File: config.mk
export PLATFORM = sky130hd
export DESIGN_NAME = running_mean_variance
export DESIGN_NICKNAME = d
export VERILOG_FILES = /design/src/rtl/rmv_pkg.sv /design/src/rtl/running_mean_variance.sv
export SDC_FILE = /design/constraint.sdc
export NUM_CORES = 2
export LEC_CHECK = 0
export ABC_AREA = 0
export BUFFER_PORTS_ARGS = -buffer_cell sky130_fd_sc_hd__buf_2
export CORE_AREA = 2 2 360 362
export CTS_CLUSTER_SIZE = 30
export DETAILED_ROUTE_END_ITERATION = 8
export DIE_AREA = 0 0 362 364
export PLACE_DENSITY_LB_ADDON = 0.2
export SYNTH_ARGS = -nofsm -noshare
export SYNTH_HDL_FRONTEND = slang
export SYNTH_SLANG_ARGS = --single-unit
File: constraint.sdc
create_clock -name clk -period 10.9 [get_ports clk]
set_input_delay 0.545 -clock clk [delete_from_list [all_inputs] [get_ports clk]]
set_output_delay 0.545 -clock clk [all_outputs]
set_load 0.02 [all_outputs]
File: src/rtl/rmv_pkg.sv
`default_nettype none
// ---------------------------------------------------------------------------
// rmv_pkg
// Types and codes shared by the running mean and variance block.
// ---------------------------------------------------------------------------
package rmv_pkg;

    // item mode codes
    localparam logic MODE_PUSH  = 1'b0;
    localparam logic MODE_CLEAR = 1'b1;

    // fixed widths of the result words
    localparam int VAR_W  = 64;
    localparam int ROOT_W = 32;

    // input item
    typedef struct packed {
        logic               mode;
        logic signed [31:0] sample;
    } rmv_req_t;

    // result item
    typedef struct packed {
        logic        [31:0] sample_count;
        logic signed [31:0] running_mean;
        logic        [63:0] sample_variance;
        logic        [31:0] std_deviation;
    } rmv_rsp_t;

    // sequencer states
    typedef enum logic [3:0] {
        ST_IDLE,
        ST_MDIV,
        ST_MEAN,
        ST_MUL,
        ST_ACC,
        ST_VSTART,
        ST_VDIV,
        ST_SQRT,
        ST_DONE
    } rmv_state_t;

endpackage : rmv_pkg
`default_nettype wire

File: src/rtl/running_mean_variance.sv
`default_nettype none
// Sequence: a clear or the first sample after a clear goes via ST_VSTART to ST_DONE;
//   other samples pass ST_MDIV, ST_MEAN, ST_MUL, ST_ACC, ST_VDIV and ST_SQRT first.
// Items: one at a time, none taken until ST_DONE; the shared compare/subtract unit runs
//   the mean division (SAMPLE_WIDTH steps), variance division (64) and root (32).
// Reset: rst_n clears count, mean and sum of squares and drops rsp_valid at once.
// ---------------------------------------------------------------------------
// running_mean_variance
// One-pass running count, mean, unbiased variance and standard deviation of
// signed fixed-point samples, with both divisions and the root on one iterative unit.
// ---------------------------------------------------------------------------
module running_mean_variance
    import rmv_pkg::*;
#(
    parameter int SAMPLE_WIDTH = 32,
    parameter int COUNT_WIDTH  = 32
) (
    input  wire logic     clk,
    input  wire logic     rst_n,
    input  wire logic     req_valid,
    output logic          req_stall,
    input  wire rmv_req_t req,
    output logic          rsp_valid,
    input  wire logic     rsp_stall,
    output rmv_rsp_t      rsp
);

    localparam int SW    = SAMPLE_WIDTH;
    localparam int CW    = COUNT_WIDTH;
    localparam int REM_W = (CW + 1 > ROOT_W + 3) ? CW + 1 : ROOT_W + 3;

    // control and statistics state
    rmv_state_t             state_reg, state_next;
    logic [CW-1:0]          count_reg, count_next;
    logic signed [SW-1:0]   mean_reg, mean_next;
    logic [VAR_W-1:0]       ss_reg, ss_next;
    logic                   rsp_valid_reg, rsp_valid_next;

    // working registers
    logic signed [SW-1:0]   x_reg, x_next;
    logic [SW-1:0]          dmag_reg, dmag_next;
    logic                   dneg_reg, dneg_next;
    logic [SW-1:0]          m2_reg, m2_next;
    logic [VAR_W-1:0]       prod_reg, prod_next;
    logic [VAR_W-1:0]       quo_reg, quo_next;
    logic [REM_W-1:0]       rem_reg, rem_next;
    logic [CW-1:0]          divisor_reg, divisor_next;
    logic [5:0]             step_reg, step_next;
    logic [VAR_W-1:0]       var_reg, var_next;
    logic [ROOT_W-1:0]      root_reg, root_next;
    rmv_rsp_t               rsp_reg, rsp_next;

    // shared compare/subtract unit
    logic [REM_W-1:0]       a_sh;
    logic [REM_W-1:0]       b_op;
    logic [REM_W:0]         diff;
    logic                   ge;

    always_comb
    begin
        if (state_reg == ST_SQRT)
        begin
            a_sh = {rem_reg[REM_W-3:0], quo_reg[VAR_W-1 -: 2]};
            b_op = REM_W'({root_reg, 2'b01});
        end
        else
        begin
            a_sh = {rem_reg[REM_W-2:0], quo_reg[VAR_W-1]};
            b_op = REM_W'(divisor_reg);
        end
        diff = {1'b0, a_sh} - {1'b0, b_op};
        ge   = ~diff[REM_W];
    end

    // incoming sample and its difference from the mean
    logic signed [SW-1:0]   x_in;
    logic [SW:0]            delta_in;
    logic [SW:0]            delta_abs;
    logic [CW-1:0]          count_inc;

    always_comb
    begin
        x_in      = req.sample[SW-1:0];
        delta_in  = {x_in[SW-1], x_in} - {mean_reg[SW-1], mean_reg};
        delta_abs = delta_in[SW] ? (~delta_in + 1'b1) : delta_in;
        count_inc = (count_reg == '1) ? count_reg : count_reg + 1'b1;
    end

    // mean update from the quotient magnitude
    logic [SW:0]            q_signed;
    logic [SW:0]            nm_wide;
    logic [SW-1:0]          new_mean;
    logic [SW:0]            d2;
    logic [SW:0]            d2_abs;
    logic [2*SW-1:0]        prod_full;
    logic [VAR_W:0]         ss_sum;

    always_comb
    begin
        q_signed  = dneg_reg ? (~{1'b0, quo_reg[SW-1:0]} + 1'b1) : {1'b0, quo_reg[SW-1:0]};
        nm_wide   = {mean_reg[SW-1], mean_reg} + q_signed;
        new_mean  = nm_wide[SW-1:0];
        d2        = {x_reg[SW-1], x_reg} - {new_mean[SW-1], new_mean};
        d2_abs    = d2[SW] ? (~d2 + 1'b1) : d2;
        prod_full = dmag_reg * m2_reg;
        ss_sum    = {1'b0, ss_reg} + {1'b0, prod_reg};
    end

    // sequencer: next state and register updates
    always_comb
    begin
        state_next     = state_reg;
        count_next     = count_reg;
        mean_next      = mean_reg;
        ss_next        = ss_reg;
        rsp_valid_next = rsp_valid_reg;
        x_next         = x_reg;
        dmag_next      = dmag_reg;
        dneg_next      = dneg_reg;
        m2_next        = m2_reg;
        prod_next      = prod_reg;
        quo_next       = quo_reg;
        rem_next       = rem_reg;
        divisor_next   = divisor_reg;
        step_next      = step_reg;
        var_next       = var_reg;
        root_next      = root_reg;
        rsp_next       = rsp_reg;

        if (rsp_valid_reg && !rsp_stall)
        begin
            rsp_valid_next = 1'b0;
        end

        unique case (state_reg)
            ST_IDLE:
            begin
                if (req_valid)
                begin
                    if (req.mode == MODE_CLEAR)
                    begin
                        count_next = '0;
                        mean_next  = '0;
                        ss_next    = '0;
                        state_next = ST_VSTART;
                    end
                    else if (count_reg == '0)
                    begin
                        // first sample sets the mean
                        count_next = count_inc;
                        mean_next  = x_in;
                        ss_next    = '0;
                        state_next = ST_VSTART;
                    end
                    else
                    begin
                        count_next   = count_inc;
                        x_next       = x_in;
                        dmag_next    = delta_abs[SW-1:0];
                        dneg_next    = delta_in[SW];
                        quo_next     = {delta_abs[SW-1:0], {(VAR_W-SW){1'b0}}};
                        rem_next     = '0;
                        divisor_next = count_inc;
                        step_next    = 6'(SW - 1);
                        state_next   = ST_MDIV;
                    end
                end
            end

            // delta / count, one quotient bit a cycle
            ST_MDIV:
            begin
                rem_next = ge ? diff[REM_W-1:0] : a_sh;
                quo_next = {quo_reg[VAR_W-2:0], ge};
                if (step_reg == '0)
                begin
                    state_next = ST_MEAN;
                end
                else
                begin
                    step_next = step_reg - 1'b1;
                end
            end

            ST_MEAN:
            begin
                mean_next  = new_mean;
                m2_next    = d2_abs[SW-1:0];
                state_next = ST_MUL;
            end

            ST_MUL:
            begin
                prod_next  = VAR_W'(prod_full);
                state_next = ST_ACC;
            end

            // saturating accumulate of the sum of squares
            ST_ACC:
            begin
                ss_next    = ss_sum[VAR_W] ? '1 : ss_sum[VAR_W-1:0];
                state_next = ST_VSTART;
            end

            ST_VSTART:
            begin
                if (count_reg > CW'(1))
                begin
                    quo_next     = ss_reg;
                    rem_next     = '0;
                    divisor_next = count_reg - 1'b1;
                    step_next    = 6'(VAR_W - 1);
                    state_next   = ST_VDIV;
                end
                else
                begin
                    var_next   = '0;
                    root_next  = '0;
                    state_next = ST_DONE;
                end
            end

            // sum of squares / (count - 1)
            ST_VDIV:
            begin
                rem_next = ge ? diff[REM_W-1:0] : a_sh;
                quo_next = {quo_reg[VAR_W-2:0], ge};
                if (step_reg == '0)
                begin
                    var_next   = {quo_reg[VAR_W-2:0], ge};
                    rem_next   = '0;
                    root_next  = '0;
                    step_next  = 6'(ROOT_W - 1);
                    state_next = ST_SQRT;
                end
                else
                begin
                    step_next = step_reg - 1'b1;
                end
            end

            // square root, two radicand bits a cycle
            ST_SQRT:
            begin
                rem_next  = ge ? diff[REM_W-1:0] : a_sh;
                root_next = {root_reg[ROOT_W-2:0], ge};
                quo_next  = {quo_reg[VAR_W-3:0], 2'b00};
                if (step_reg == '0)
                begin
                    state_next = ST_DONE;
                end
                else
                begin
                    step_next = step_reg - 1'b1;
                end
            end

            // hand the result to the output register once it is free
            ST_DONE:
            begin
                if (!rsp_valid_reg || !rsp_stall)
                begin
                    rsp_next.sample_count    = 32'(count_reg);
                    rsp_next.running_mean    = (count_reg != '0) ? 32'(mean_reg) : '0;
                    rsp_next.sample_variance = var_reg;
                    rsp_next.std_deviation   = root_reg;
                    rsp_valid_next           = 1'b1;
                    state_next               = ST_IDLE;
                end
            end

            default:
            begin
                state_next = ST_IDLE;
            end
        endcase
    end

    // control and statistics registers
    always_ff @(posedge clk or negedge rst_n)
    begin
        if (!rst_n)
        begin
            state_reg     <= ST_IDLE;
            count_reg     <= '0;
            mean_reg      <= '0;
            ss_reg        <= '0;
            rsp_valid_reg <= 1'b0;
        end
        else
        begin
            state_reg     <= state_next;
            count_reg     <= count_next;
            mean_reg      <= mean_next;
            ss_reg        <= ss_next;
            rsp_valid_reg <= rsp_valid_next;
        end
    end

    // datapath registers
    always_ff @(posedge clk)
    begin
        x_reg       <= x_next;
        dmag_reg    <= dmag_next;
        dneg_reg    <= dneg_next;
        m2_reg      <= m2_next;
        prod_reg    <= prod_next;
        quo_reg     <= quo_next;
        rem_reg     <= rem_next;
        divisor_reg <= divisor_next;
        step_reg    <= step_next;
        var_reg     <= var_next;
        root_reg    <= root_next;
        rsp_reg     <= rsp_next;
    end

    assign req_stall = (state_reg != ST_IDLE);
    assign rsp_valid = rsp_valid_reg;
    assign rsp       = rsp_reg;

    // checks
    logic req_accept;
    assign req_accept = req_valid && !req_stall;

    a_clear_zeroes_count: assert property (@(posedge clk) disable iff (!rst_n)
        req_accept && req.mode == MODE_CLEAR |=> count_reg == '0)
        else $error("count not cleared");

    a_push_counts: assert property (@(posedge clk) disable iff (!rst_n)
        req_accept && req.mode == MODE_PUSH && count_reg != '1
        |=> count_reg == $past(count_reg) + 1'b1)
        else $error("count did not advance");

    a_quotient_bounded: assert property (@(posedge clk) disable iff (!rst_n)
        state_reg == ST_MEAN |-> quo_reg[SW-1:0] <= dmag_reg)
        else $error("mean quotient exceeds delta");

    a_root_remainder: assert property (@(posedge clk) disable iff (!rst_n)
        state_reg == ST_SQRT |-> rem_reg <= REM_W'({root_reg, 1'b0}))
        else $error("root remainder out of range");

    a_small_count_no_var: assert property (@(posedge clk) disable iff (!rst_n)
        rsp_valid_reg && rsp_reg.sample_count < 32'd2 |-> rsp_reg.sample_variance == '0)
        else $error("variance reported below two samples");

endmodule : running_mean_variance
`default_nettype wire
==> reports/qor.json <==
{
  "outcome": {"value": "finished, violations left"},
  "violations": {"value": "design-rule violations"},
  "post-synth-top-count-cell": {"value": "sky130_fd_sc_hd__inv_1"},
  "hold_depth": {"value": 1},
  "fmax": {"value": 107.9, "unit": "MHz"},
  "number_of_buffers_created_by_cts": {"value": 78},
  "starting_density_of_the_core": {"value": 56.42, "unit": "%"},
  "worst_r2r_endpoint": {"value": "prod_reg[62]"},
  "final_period_minus_worst_setup_slack": {"value": 9265, "unit": "ps"},
  "reg2reg_setup_slack": {"value": 1640, "unit": "ps"},
  "post_synth_main_area_contributors": {"value": "sky130_fd_sc_hd__fa_1 25%, sky130_fd_sc_hd__edfxtp_1 23%, sky130_fd_sc_hd__ha_1 8.0%"},
  "synth.net_count": {"value": 8857},
  "drt_first_iter_violations": {"value": 5826},
  "maximum_number_of_pins_on_one_net_before_global_route_repair": {"value": 93},
  "cts_tree": {"value": "built"},
  "chipWidth": {"value": 362, "unit": "um"},
  "place_congestion": {"value": 0.9705},
  "synth_seq_area_share": {"value": 27.53, "unit": "%"},
  "synth.distinct_cells": {"value": 100},
  "slew_viol_final": {"value": 0},
  "startpoint_type": {"value": "flip-flop"},
  "detail-route-antenna-nets": {"value": 0},
  "place.port_buffers": {"value": 198},
  "setup_total_neg_slack": {"value": 0, "unit": "ps"},
  "postCtsSetupRepairBufs": {"value": 0},
  "placementRows": {"value": 132},
  "synth.top_cell.area_share": {"value": 24.91, "unit": "%"},
  "final_core_util": {"value": 60.57, "unit": "%"},
  "report.final.hold_viol_count": {"value": 0},
  "routed_wirelength": {"value": 215.7, "unit": "mm"},
  "timing.critical_path.fanout_max": {"value": 32},
  "grt_setup_unrepaired": {"value": "no"},
  "number_of_instances_in_the_synthesized_netlist": {"value": 7456},
  "area_growth_syn_to_layout": {"value": 7.346, "unit": "%"},
  "critPathKind": {"value": "flip-flop to flip-flop"},
  "design.die.area": {"value": 131800, "unit": "um2"},
  "track_usage": {"value": 33.12, "unit": "%"},
  "insertion_delay_of_the_later_clocked_pin_in_the_worst_skew_pair": {"value": 690, "unit": "ps"},
  "synth_common_cells": {"value": "1002 x sky130_fd_sc_hd__inv_1, 918 x sky130_fd_sc_hd__nand2_1, 901 x sky130_fd_sc_hd__fa_1"},
  "synthesized_area_per_cell": {"value": 9.711, "unit": "um2"},
  "synth-seq-cells": {"value": 686},
  "detail_route.vias_per_cell": {"value": 6.006},
  "cts.path.max_buffers": {"value": 3},
  "arrival": {"value": 9670, "unit": "ps"},
  "largest_reg_flops": {"value": 160},
  "worst_pin_slew": {"value": 1349, "unit": "ps"},
  "clock-skew-final": {"value": 27.72, "unit": "ps"},
  "antenna_found_initial": {"value": 8},
  "min_delay_worst_endpoint": {"value": "x_reg[14]"},
  "synth_enable_flop_cells": {"value": 553},
  "core_area": {"value": 128300, "unit": "um2"},
  "hold_path.class": {"value": "primary input to flip-flop"},
  "first_drt_pass_iteration_count": {"value": 9},
  "max_cap_violations": {"value": 0},
  "synth_async_sr_flop_share": {"value": 19.39, "unit": "%"},
  "timing.critical_path.required": {"value": 11310, "unit": "ps"},
  "avgRoutedWirePerCell": {"value": 23.47, "unit": "um"},
  "timing.reg2reg.worst_path_depth": {"value": 26},
  "final_stage_net_count": {"value": 8847},
  "synthesis.yosys.warnings": {"value": 0},
  "grt_first_pass_wirelength": {"value": 333.0, "unit": "mm"},
  "via_count": {"value": 55204},
  "pin_count": {"value": 199},
  "path_clk_slew": {"value": 60, "unit": "ps"},
  "number_of_global_route_vias_before_repair": {"value": 55153},
  "setup_viol": {"value": 0},
  "yosys_most_used_dff": {"value": "sky130_fd_sc_hd__edfxtp_1"},
  "drive_above_1_share": {"value": 6.924, "unit": "%"},
  "synth.largest_area_cell": {"value": "sky130_fd_sc_hd__fa_1"},
  "floorplan.die.height": {"value": 364, "unit": "um"},
  "drt_drc_violations_left": {"value": 2},
  "final.period_utilization": {"value": 85.00, "unit": "%"},
  "cts.root.buffer_cell": {"value": "sky130_fd_sc_hd__clkbuf_16"},
  "dp.final_hpwl": {"value": 167.8, "unit": "mm"},
  "clkSinkCount": {"value": 686},
  "post_synth_instance_area": {"value": 72400, "unit": "um2"},
  "crit_path_end_kind": {"value": "flip-flop"},
  "grt_overflow_total": {"value": 0},
  "worst_hold_startpoint": {"value": "req[14]"},
  "r2r-start": {"value": "m2_reg[17]"},
  "timing.max_slew.rel_slack": {"value": 10.09, "unit": "%"},
  "cts_h_tree_depth": {"value": 3}
}
-- metal layers --
metal,part of all wire [%],up-vias,global-route usage (%)
met5,0.015,-,0
met4,4.0,4,11.73
met3,8.5,420,5.839
met2,47,2510,52.85
met1,41,27670,45.76
li1,-,24600,-
-- final cells by class --
| type | count | area, um2 |
|---|---|---|
| Fill cell | 10839 | 50610 |
| Antenna cell | 7 | 17.52 |
| Clock buffer | 92 | 2068 |
| Sequential cell | 686 | 19930 |
| Multi-Input combinational cell | 5357 | 47260 |
| Clock inverter | 52 | 648.1 |
| Inverter | 1002 | 3761 |
| Tap cell | 1675 | 2096 |
| Timing Repair Buffer | 321 | 1936 |
-- worst max-delay path, stage by stage, from the launching register on --
cell                       delay [ps]
sky130_fd_sc_hd__edfxtp_1         920
sky130_fd_sc_hd__and2_1           390
sky130_fd_sc_hd__fa_1             540
sky130_fd_sc_hd__inv_1             50
sky130_fd_sc_hd__fa_1             530
sky130_fd_sc_hd__inv_1             50
sky130_fd_sc_hd__fa_1             520
sky130_fd_sc_hd__inv_1             70
sky130_fd_sc_hd__fa_1             530
sky130_fd_sc_hd__inv_1             50
sky130_fd_sc_hd__fa_1             530
sky130_fd_sc_hd__fa_1             440
sky130_fd_sc_hd__fa_1             520
sky130_fd_sc_hd__fa_1             410
sky130_fd_sc_hd__ha_1             460
sky130_fd_sc_hd__nand4_1          210
sky130_fd_sc_hd__or2_2            380
sky130_fd_sc_hd__nor4_1           430
sky130_fd_sc_hd__a21oi_1          320
sky130_fd_sc_hd__o31ai_1          310
sky130_fd_sc_hd__buf_4            180
sky130_fd_sc_hd__a21oi_1          160
sky130_fd_sc_hd__o31ai_1          300
sky130_fd_sc_hd__a21o_1           210
sky130_fd_sc_hd__a221oi_1         120
sky130_fd_sc_hd__o21ai_0          230
sky130_fd_sc_hd__xor2_1            90
-- kinds of logic after synthesis --
| group | count (synthesis) | synth area share (%) |
|---|---|---|
| AND/OR/NAND/NOR | 2316 | 15.84 |
| buffers and inverters | 1413 | 7.398 |
| flip-flops | 686 | 27.53 |
| adder cells (fa/ha/maj) | 1364 | 32.91 |
| AO/OA/AOI/OAI | 1294 | 11.62 |
| XOR/XNOR | 347 | 4.198 |
| multiplexers | 36 | 0.4977 |
-- cell usage in the layout (no fill, tap or decap), types with 133 or more instances in the layout --
cell type | synthesis | layout
sky130_fd_sc_hd__nand2_1 | 918 | 918
sky130_fd_sc_hd__dfrtp_1 | 133 | 133
sky130_fd_sc_hd__edfxtp_1 | 553 | 553
sky130_fd_sc_hd__fa_1 | 901 | 901
sky130_fd_sc_hd__a21o_1 | 157 | 157
sky130_fd_sc_hd__buf_2 | 12 | 197
sky130_fd_sc_hd__and2_1 | 660 | 659
sky130_fd_sc_hd__nor2_1 | 260 | 257
sky130_fd_sc_hd__o21ai_0 | 314 | 313
sky130_fd_sc_hd__a21oi_1 | 364 | 358
sky130_fd_sc_hd__inv_1 | 1002 | 1000
sky130_fd_sc_hd__ha_1 | 463 | 463
sky130_fd_sc_hd__xnor2_1 | 226 | 226
-- how the worst max path moves through the flow --
stage	startpoint	to	slack (ps)	depth (start not counted)
after global placement	m2_reg[17]	prod_reg[62]	1780	26
after detailed placement	m2_reg[17]	prod_reg[62]	1910	26
after CTS	m2_reg[17]	prod_reg[62]	1860	26
final	m2_reg[17]	prod_reg[62]	1640	26
after global routing	m2_reg[18]	prod_reg[63]	1420	24
after floorplan	state_reg[0]	rsp[0]	1530	4
-- metrics by stage --
| step | std cells | hold slack (ps) | setup WS [ps] | instance area, um2 |
|---|---|---|---|---|
| final | 9192 | 89.04 | 1635 | 77720 |
| after global routing | 9185 | 59.28 | 1419 | 77700 |
| after CTS | 9185 | 41.58 | 1857 | 77700 |
| after detailed placement | 9040 | 404.5 | 1913 | 74980 |
| after global placement | 9040 | 403.7 | 1784 | 74980 |
| after floorplan | 7456 | 249.4 | 1534 | 72400 |
-- repair_timing --
| item | CTS | global route |
|---|---|---|
| hold buffers | 1 | 0 |
| setup endpoints to repair | 0 | 0 |
| hold endpoints to repair | 4 | 0 |
| resized for setup | 0 | 0 |
Power is left out: the tool's default activity adds up to more than one toggle a clock period on the data nets, which glitch-free logic cannot reach.
